--- src/hdl/greedy_coin_change_macros.svh ---
// Assertion macros shared by the greedy coin change RTL.
`ifndef GREEDY_COIN_CHANGE_MACROS_SVH
`define GREEDY_COIN_CHANGE_MACROS_SVH

`ifndef ASSERT_OFF
`define GCC_ASSERT(label, clk, rst_n, prop, msg) \
  label: assert property (@(posedge clk) disable iff (!rst_n) prop) else $error(msg);
`define GCC_ASSERT_IMPL(label, clk, rst_n, pre, post, msg) \
  label: assert property (@(posedge clk) disable iff (!rst_n) (pre) |-> (post)) else $error(msg);
`else
`define GCC_ASSERT(label, clk, rst_n, prop, msg)
`define GCC_ASSERT_IMPL(label, clk, rst_n, pre, post, msg)
`endif

`endif

--- src/hdl/gcc_pkg.sv ---
// Package with the register indexes and fixed widths of the greedy coin change block.
package gcc_pkg;

  localparam int CFG_IDX_W = 3;
  localparam int COUNT_W   = 3;

  localparam logic [CFG_IDX_W-1:0] REG_DENOM_COUNT = 3'd0;
  localparam logic [CFG_IDX_W-1:0] REG_DENOM_0     = 3'd1;

endpackage

--- src/hdl/gcc_amount_if.sv ---
// Stream interface that carries the amount to be paid out.
interface gcc_amount_if #(
  parameter int W = 16
);
  logic         valid;
  logic         ready;
  logic [W-1:0] amount;

  modport source (output valid, output amount, input ready);
  modport sink (input valid, input amount, output ready);
endinterface

--- src/hdl/gcc_coin_if.sv ---
// Stream interface that carries one coin result per denomination.
interface gcc_coin_if #(
  parameter int W = 16
);
  logic         valid;
  logic         ready;
  logic [W-1:0] coin_value;
  logic [W-1:0] coin_count;
  logic         last_flag;
  logic [W-1:0] total_coins;
  logic         short_flag;

  modport source (output valid, output coin_value, output coin_count, output last_flag,
                  output total_coins, output short_flag, input ready);
  modport sink (input valid, input coin_value, input coin_count, input last_flag,
                input total_coins, input short_flag, output ready);
endinterface

--- src/hdl/greedy_coin_change.sv ---
// Top level of the greedy coin change block.
// Each amount is split greedily over the denominations in use, largest first, with
// equal values kept in register order. For every denomination a comparator scan over
// the registers picks the largest one not yet used, then a restoring divider produces
// one quotient bit per cycle, and the result is loaded into the output register. A
// transaction runs every denomination through the single scan comparator and the
// single divider in turn. A stalled output adds its stall time. The next amount is
// taken once the last result is in the output register.
`include "greedy_coin_change_macros.svh"

module greedy_coin_change import gcc_pkg::*; #(
  parameter int MAX_DENOMS  = 6,
  parameter int VALUE_WIDTH = 16
) (
  input  logic                   clk_i,
  input  logic                   rst_ni,
  input  logic                   cfg_we_i,
  input  logic [CFG_IDX_W-1:0]   cfg_idx_i,
  input  logic [VALUE_WIDTH-1:0] cfg_data_i,
  gcc_amount_if.sink             in_i,
  gcc_coin_if.source             out_o
);

  localparam int IDX_W = (MAX_DENOMS > 1) ? $clog2(MAX_DENOMS) : 1;
  localparam int CNT_W = $clog2(MAX_DENOMS + 1);
  localparam int DIV_W = $clog2(VALUE_WIDTH);

  typedef enum logic [3:0] {
    ST_IDLE = 4'b0001,
    ST_SCAN = 4'b0010,
    ST_DIV  = 4'b0100,
    ST_EMIT = 4'b1000
  } state_e;

  state_e state_q, state_d;

  logic [COUNT_W-1:0]     cfg_count_q;
  logic [VALUE_WIDTH-1:0] denom_q [MAX_DENOMS];

  logic [CNT_W-1:0]       cnt_q;
  logic [CNT_W-1:0]       emit_n_q;
  logic [MAX_DENOMS-1:0]  used_q;
  logic [IDX_W-1:0]       k_q;
  logic                   have_q;
  logic [IDX_W-1:0]       best_idx_q;
  logic [VALUE_WIDTH-1:0] best_val_q;
  logic [VALUE_WIDTH-1:0] rem_q;
  logic [VALUE_WIDTH-1:0] p_q;
  logic [VALUE_WIDTH-1:0] q_q;
  logic [DIV_W-1:0]       div_cnt_q;
  logic [VALUE_WIDTH-1:0] total_q;

  logic                   out_valid_q;
  logic [VALUE_WIDTH-1:0] out_value_q;
  logic [VALUE_WIDTH-1:0] out_count_q;
  logic                   out_last_q;
  logic [VALUE_WIDTH-1:0] out_total_q;
  logic                   out_short_q;

  logic                   accept;
  logic [CNT_W-1:0]       eff_cnt;
  logic [VALUE_WIDTH-1:0] scan_val;
  logic                   take;
  logic [IDX_W-1:0]       cand_idx;
  logic [VALUE_WIDTH-1:0] cand_val;
  logic                   scan_end;
  logic [VALUE_WIDTH:0]   trial;
  logic                   ge;
  logic [VALUE_WIDTH-1:0] p_next;
  logic [VALUE_WIDTH-1:0] q_next;
  logic                   div_end;
  logic                   emit_last;
  logic                   emit_load;
  logic [VALUE_WIDTH-1:0] total_sum;

  assign accept = (state_q == ST_IDLE) && in_i.valid;

  always_comb begin
    if (cfg_count_q == '0) begin
      eff_cnt = CNT_W'(1);
    end else if (cfg_count_q > COUNT_W'(MAX_DENOMS)) begin
      eff_cnt = CNT_W'(MAX_DENOMS);
    end else begin
      eff_cnt = CNT_W'(cfg_count_q);
    end
  end

  assign scan_val = denom_q[k_q];
  assign take     = !used_q[k_q] && (!have_q || (scan_val > best_val_q));
  assign cand_idx = take ? k_q : best_idx_q;
  assign cand_val = take ? scan_val : best_val_q;
  assign scan_end = (CNT_W'(k_q) + CNT_W'(1)) == cnt_q;

  assign trial   = {p_q, q_q[VALUE_WIDTH-1]};
  assign ge      = trial >= {1'b0, best_val_q};
  assign p_next  = ge ? VALUE_WIDTH'(trial - {1'b0, best_val_q}) : trial[VALUE_WIDTH-1:0];
  assign q_next  = {q_q[VALUE_WIDTH-2:0], ge};
  assign div_end = div_cnt_q == DIV_W'(VALUE_WIDTH - 1);

  assign emit_last = (emit_n_q + CNT_W'(1)) == cnt_q;
  assign emit_load = (state_q == ST_EMIT) && (!out_valid_q || out_o.ready);
  assign total_sum = total_q + q_q;

  always_comb begin
    state_d = state_q;
    unique case (state_q)
      ST_IDLE: begin
        if (in_i.valid) begin
          state_d = ST_SCAN;
        end
      end
      ST_SCAN: begin
        if (scan_end) begin
          state_d = (cand_val == '0) ? ST_EMIT : ST_DIV;
        end
      end
      ST_DIV: begin
        if (div_end) begin
          state_d = ST_EMIT;
        end
      end
      ST_EMIT: begin
        if (emit_load) begin
          state_d = emit_last ? ST_IDLE : ST_SCAN;
        end
      end
      default: state_d = ST_IDLE;
    endcase
  end

  always_ff @(posedge clk_i or negedge rst_ni) begin
    if (!rst_ni) begin
      state_q     <= ST_IDLE;
      cfg_count_q <= COUNT_W'(1);
      for (int i = 0; i < MAX_DENOMS; i++) begin
        denom_q[i] <= VALUE_WIDTH'(1);
      end
      cnt_q       <= '0;
      emit_n_q    <= '0;
      used_q      <= '0;
      k_q         <= '0;
      have_q      <= 1'b0;
      div_cnt_q   <= '0;
      out_valid_q <= 1'b0;
    end else begin
      state_q <= state_d;

      if (cfg_we_i && (cfg_idx_i == REG_DENOM_COUNT)) begin
        cfg_count_q <= cfg_data_i[COUNT_W-1:0];
      end
      for (int i = 0; i < MAX_DENOMS; i++) begin
        if (cfg_we_i && (cfg_idx_i == CFG_IDX_W'(int'(REG_DENOM_0) + i))) begin
          denom_q[i] <= cfg_data_i;
        end
      end

      if (accept) begin
        cnt_q    <= eff_cnt;
        emit_n_q <= '0;
        used_q   <= '0;
        k_q      <= '0;
        have_q   <= 1'b0;
      end

      if (state_q == ST_SCAN) begin
        if (take) begin
          have_q <= 1'b1;
        end
        if (!scan_end) begin
          k_q <= k_q + IDX_W'(1);
        end
        div_cnt_q <= '0;
      end

      if (state_q == ST_DIV) begin
        div_cnt_q <= div_cnt_q + DIV_W'(1);
      end

      if (emit_load) begin
        used_q[best_idx_q] <= 1'b1;
        emit_n_q           <= emit_n_q + CNT_W'(1);
        k_q                <= '0;
        have_q             <= 1'b0;
        out_valid_q        <= 1'b1;
      end else if (out_o.ready) begin
        out_valid_q <= 1'b0;
      end
    end
  end

  always_ff @(posedge clk_i) begin
    if (accept) begin
      rem_q   <= in_i.amount;
      total_q <= '0;
    end
    if (state_q == ST_SCAN) begin
      best_idx_q <= cand_idx;
      best_val_q <= cand_val;
      p_q        <= '0;
      q_q        <= (scan_end && (cand_val == '0)) ? '0 : rem_q;
    end
    if (state_q == ST_DIV) begin
      p_q <= p_next;
      q_q <= q_next;
      if (div_end) begin
        rem_q <= p_next;
      end
    end
    if (emit_load) begin
      total_q     <= total_sum;
      out_value_q <= best_val_q;
      out_count_q <= q_q;
      out_last_q  <= emit_last;
      out_total_q <= emit_last ? total_sum : '0;
      out_short_q <= emit_last && (rem_q != '0);
    end
  end

  assign in_i.ready        = (state_q == ST_IDLE);
  assign out_o.valid       = out_valid_q;
  assign out_o.coin_value  = out_value_q;
  assign out_o.coin_count  = out_count_q;
  assign out_o.last_flag   = out_last_q;
  assign out_o.total_coins = out_total_q;
  assign out_o.short_flag  = out_short_q;

  `GCC_ASSERT(a_used_tracks_emits, clk_i, rst_ni, $countones(used_q) == int'(emit_n_q), "used mask and emit count disagree")
  `GCC_ASSERT_IMPL(a_div_partial_below_divisor, clk_i, rst_ni, state_q == ST_DIV, p_q < best_val_q, "divider partial remainder not below divisor")
  `GCC_ASSERT_IMPL(a_scan_in_range, clk_i, rst_ni, state_q == ST_SCAN, CNT_W'(k_q) < cnt_q, "scan index beyond denomination count")
  `GCC_ASSERT_IMPL(a_totals_only_on_last, clk_i, rst_ni, out_valid_q && !out_last_q, (out_total_q == '0) && !out_short_q, "total or short flag on a result that is not last")

endmodule
--- src/flat_wrapper.sv ---
// flat-port wrapper written by rule: the top's interface ports become plain ports
module greedy_coin_change_flat import gcc_pkg::*;
#(
  parameter int MAX_DENOMS  = 6,
  parameter int VALUE_WIDTH = 16
)
  (clk_i, rst_ni, cfg_we_i, cfg_idx_i, cfg_data_i, in_i_valid, in_i_amount, in_i_ready, out_o_valid, out_o_coin_value, out_o_coin_count, out_o_last_flag, out_o_total_coins, out_o_short_flag, out_o_ready);
  gcc_amount_if in_i_i ();
  gcc_coin_if out_o_i ();
  input  logic clk_i;
  input  logic rst_ni;
  input  logic cfg_we_i;
  input  logic [CFG_IDX_W-1:0] cfg_idx_i;
  input  logic [VALUE_WIDTH-1:0] cfg_data_i;
  input wire logic [$bits(in_i_i.valid)-1:0] in_i_valid;
  input wire logic [$bits(in_i_i.amount)-1:0] in_i_amount;
  output wire logic [$bits(in_i_i.ready)-1:0] in_i_ready;
  output wire logic [$bits(out_o_i.valid)-1:0] out_o_valid;
  output wire logic [$bits(out_o_i.coin_value)-1:0] out_o_coin_value;
  output wire logic [$bits(out_o_i.coin_count)-1:0] out_o_coin_count;
  output wire logic [$bits(out_o_i.last_flag)-1:0] out_o_last_flag;
  output wire logic [$bits(out_o_i.total_coins)-1:0] out_o_total_coins;
  output wire logic [$bits(out_o_i.short_flag)-1:0] out_o_short_flag;
  input wire logic [$bits(out_o_i.ready)-1:0] out_o_ready;
  assign in_i_i.valid = in_i_valid;
  assign in_i_i.amount = in_i_amount;
  assign in_i_ready = in_i_i.ready;
  assign out_o_valid = out_o_i.valid;
  assign out_o_coin_value = out_o_i.coin_value;
  assign out_o_coin_count = out_o_i.coin_count;
  assign out_o_last_flag = out_o_i.last_flag;
  assign out_o_total_coins = out_o_i.total_coins;
  assign out_o_short_flag = out_o_i.short_flag;
  assign out_o_i.ready = out_o_ready;
  greedy_coin_change #(.MAX_DENOMS(MAX_DENOMS), .VALUE_WIDTH(VALUE_WIDTH)) u_core (.clk_i(clk_i), .rst_ni(rst_ni), .cfg_we_i(cfg_we_i), .cfg_idx_i(cfg_idx_i), .cfg_data_i(cfg_data_i), .in_i(in_i_i), .out_o(out_o_i));
endmodule
--- config.mk ---
export PLATFORM = sky130hd
export DESIGN_NAME = greedy_coin_change_flat
export DESIGN_NICKNAME = d
export VERILOG_FILES = /design/src/hdl/gcc_pkg.sv /design/src/hdl/gcc_amount_if.sv /design/src/hdl/gcc_coin_if.sv /design/src/hdl/greedy_coin_change.sv /design/src/flat_wrapper.sv
export VERILOG_INCLUDE_DIRS = /design/src /design/src/hdl
export SDC_FILE = /design/constraint.sdc
export NUM_CORES = 1
export LEC_CHECK = 0
export ABC_AREA = 1
export ABC_CLOCK_PERIOD_IN_PS = 4300
export BUFFER_PORTS_ARGS = -buffer_cell sky130_fd_sc_hd__clkbuf_2
export CAP_MARGIN = 40
export CELL_PAD_IN_SITES_DETAIL_PLACEMENT = 1
export CELL_PAD_IN_SITES_GLOBAL_PLACEMENT = 1
export CORE_MARGIN = 1
export CORE_UTILIZATION = 42
export CTS_CLUSTER_SIZE = 10
export DETAILED_ROUTE_END_ITERATION = 8
export PLACE_DENSITY = 0.85
export SLEW_MARGIN = 20
export SYNTH_ARGS = -nofsm -noshare
export SYNTH_HDL_FRONTEND = slang
export SYNTH_SLANG_ARGS = --single-unit
--- constraint.sdc ---
create_clock -name clk_i -period 4.3 [get_ports clk_i]
set_clock_uncertainty 0.1 [all_clocks]
set_input_delay 0.43 -clock clk_i [delete_from_list [all_inputs] [get_ports clk_i]]
set_output_delay 0.43 -clock clk_i [all_outputs]
set_load 0.1 [all_outputs]
==> metrics.txt <==
syn nets 1471; DIE AREA 30500 um2; proportion of layout cells with a drive suffix above 1 11.9%; Max Fanout on Critical Path 16; EDFF count, synth 117; Initial Util 43.2%; total negative slack 0 ps; Layout area overhead 15.8%; cts bufs inserted 30; area of the mapped netlist 12500 um2; Mean Syn Cell Area 9.08 um2; Cell variety after synth a little under 50; Die H 175 um; Seq cells post-synth between 200 and 300; CP Capture Type register; leak pwr 0.00655 uW; core footprint 29000 um2; Slew headroom a little under half; worst skew pair latency 550 ps; worst path arrival time ~4200 ps; Main synth FF type edfxtp_1; Setup crit start kind register; H-tree level count 1; Antenna Nets Post-Route 0; worst min path class input port to register; period utilization 92.2%; clk sinks about 260; Final Cell Area 14500 um2; vias roughly 10000; final hold slack between 50 and 60 ps; Syn. warnings 0; ys async rst share 48.2%; Setup WS pre-CTS 226 ps; Fillers 3419; Diodes inserted 0; initial antenna violation count 0; CTS tree built; DRC 0; post-DR wirelength/cell 19.1 um; Seq. cell area 6950 um2; vias in the first global route 10800; drt pass-1 iters 5; die width 175 um; Clock transition at path regs 60 ps; multi-input combinational cell area slightly below 5000 um2; fin worst setup slack around 330 ps; Max clock buf depth 3; clk root buf clkbuf_16; number of max-cap violations 0; Pins Over Slew Limit 0; DRT iter0 DRCs 750; unrepaired setup endpoints after global routing false; Area after DPL 13500 um2; Cells after Synth approximately 1400; Final setup viols 0; worst slew pin tran 801 ps; Nets 1566; Post-CTS Setup Inserts 0; I/O pin count 92; Final Critical Period approximately 4000 ps; Crit Path Class register to register; final hold violations 0; GR Util All Layers 23.6%; Fmax achieved about 250 MHz; GPL Wtd Cong 0.825; VDD IR max a little under 0.4 mV; register area share after synthesis 55.5%; final wirelength 35800 um; first-pass GRT wire length 57600 um; Pwr per Cell Area about 800 nW/um2; grt ovf 0; largest net degree at the start of global routing 66; Cell Rows 62; outcome finished clean; Required @ worst endpoint 4500 ps; Via density 5.42; dpl hpwl approximately 25000 um; Buffers on Ports 91
[logic make-up after synthesis]
family,count (synthesis),share of synthesized area (%)
simple gates,535,17.0
buf+inv,183,5.81
flops,257,55.5
fa+ha+maj,52,5.32
xor+xnor,36,2.52
compound gates,316,13.9
[Yosys cell counts, drive strengths merged, types with 19 or more instances]
library cell  number  area (um2)
o211ai            19         143
nand2            328        1230
clkbuf            42         159
nand3             31         160
xor2              20         175
o21ai            214        1070
ha                50         626
a21oi             41         205
dfrtp            116        2900
edfxtp           117        3510
nor2             149         567
inv              127         477
[layout by cell type (no fill, tap or decap), types with 4 or more instances in the layout]
master | synthesis | layout
a21oi_1 | 41 | 41
clkbuf_1 | 41 | 19
o21ai_0 | 173 | 173
nand3_1 | 30 | 30
nand2_1 | 327 | 327
o22ai_1 | 18 | 18
nand4_1 | 7 | 7
nor2_1 | 146 | 145
o21ai_1 | 41 | 41
or2_2 | 4 | 4
nor4_1 | 6 | 6
dfstp_2 | 8 | 8
inv_1 | 124 | 124
buf_4 | 2 | 13
ha_1 | 50 | 50
xnor2_1 | 16 | 16
clkbuf_16 | 0 | 32
clkbuf_2 | 1 | 90
nor3_1 | 6 | 5
dfxtp_1 | 16 | 16
buf_8 | 0 | 8
edfxtp_1 | 117 | 117
xor2_1 | 20 | 20
dfrtp_1 | 116 | 115
o211ai_1 | 19 | 19
[power breakdown]
| group | leakage [uW] | internal [uW] | switching, uW | total, uW |
|---|---|---|---|---|
| clock network | 0.000438 | 1410 | 984 | 2400 |
| logic | 0.00334 | 1630 | 3700 | 5330 |
| registers | 0.00277 | 3470 | 433 | 3900 |
[worst paths after layout]
kind	start	to	slack (ps)	cells past startpoint
setup reg to reg	u_core.k_q[1]	u_core.q_q[11]	330	24
hold / removal	in_i_amount[10]	u_core.rem_q[10]	60	3
setup / recovery	u_core.k_q[1]	u_core.q_q[11]	330	24
hold reg to reg	u_core.denom_q[26]	u_core.denom_q[26]	380	2
max in group asynchronous	rst_ni	u_core.denom_q[64]	3030	4
min in group asynchronous	rst_ni	u_core.denom_q[74]	140	2
[worst max-delay path, stage by stage, from the launching register on]
cell     delay (ps)
dfrtp_2         480
nor2_2          280
buf_12          180
o21ai_0          80
o21ai_0         350
ha_1            330
nand2_1         100
inv_1            50
nand2_1          50
nand2_1          40
nand2_1          50
nand2_1          40
nand2_1          60
nand2_1          60
nand2_1          50
nand2_1         120
buf_4           220
nand3_1          90
nand2_1          80
nor2_1          130
nand2_1          80
nor2_2          220
nand3_4         230
nand2_1         150
nand2_1          60
[what timing repair did]
item / 4_1_cts / 5_1_grt
hold buffers: 1 / 0
endpoints found under the setup margin: 0 / 16
resized for setup: 0 / 6
hold endpoints to repair: 58 / 0
[state kept, by name, summed over array words and instances (netlist names), 3 cells and up]
| name | cells |
|---|---|
| u_core.best_idx_q | 3 |
| u_core.best_val_q | 16 |
| u_core.cfg_count_q | 3 |
| u_core.cnt_q | 3 |
| u_core.denom_q | 96 |
| u_core.div_cnt_q | 4 |
| u_core.emit_n_q | 3 |
| u_core.k_q | 3 |
| u_core.out_o.coin_count | 16 |
| u_core.out_o.coin_value | 16 |
| u_core.out_o.total_coins | 16 |
| u_core.p_q | 16 |
| u_core.q_q | 16 |
| u_core.rem_q | 16 |
| u_core.state_q | 4 |
| u_core.total_q | 16 |
| u_core.used_q | 6 |
[routing by layer]
metal	track usage, %	vias to the layer above	wire length [um]
met5	0	-	0
li1	-	4819	-
met4	6.27	0	839
met2	42.6	233	18300
met3	3.18	65	1680
met1	29.6	5071	15000
[metrics by stage]
stage | total power (uW) | instances | utilization (%)
final | 11600 | 1880 | 50.0
after global routing | 12400 | 1880 | 50.0
after CTS | 11600 | 1875 | 49.6
after detailed placement | 9080 | 1820 | 46.4
after global placement | 8770 | 1814 | 46.1
after floorplan | 7600 | 1379 | -
[cell type report]
| class | instances | share of cell area [%] |
|---|---|---|
| timing repair buffer | 119 | 5.51 |
| multi-input combinational | 939 | 33.7 |
| inverter | 127 | 3.30 |
| tap | 384 | 3.31 |
| clock buffer | 54 | 6.30 |
| sequential | 257 | 47.9 |
(Power assumes the default switching activity.)
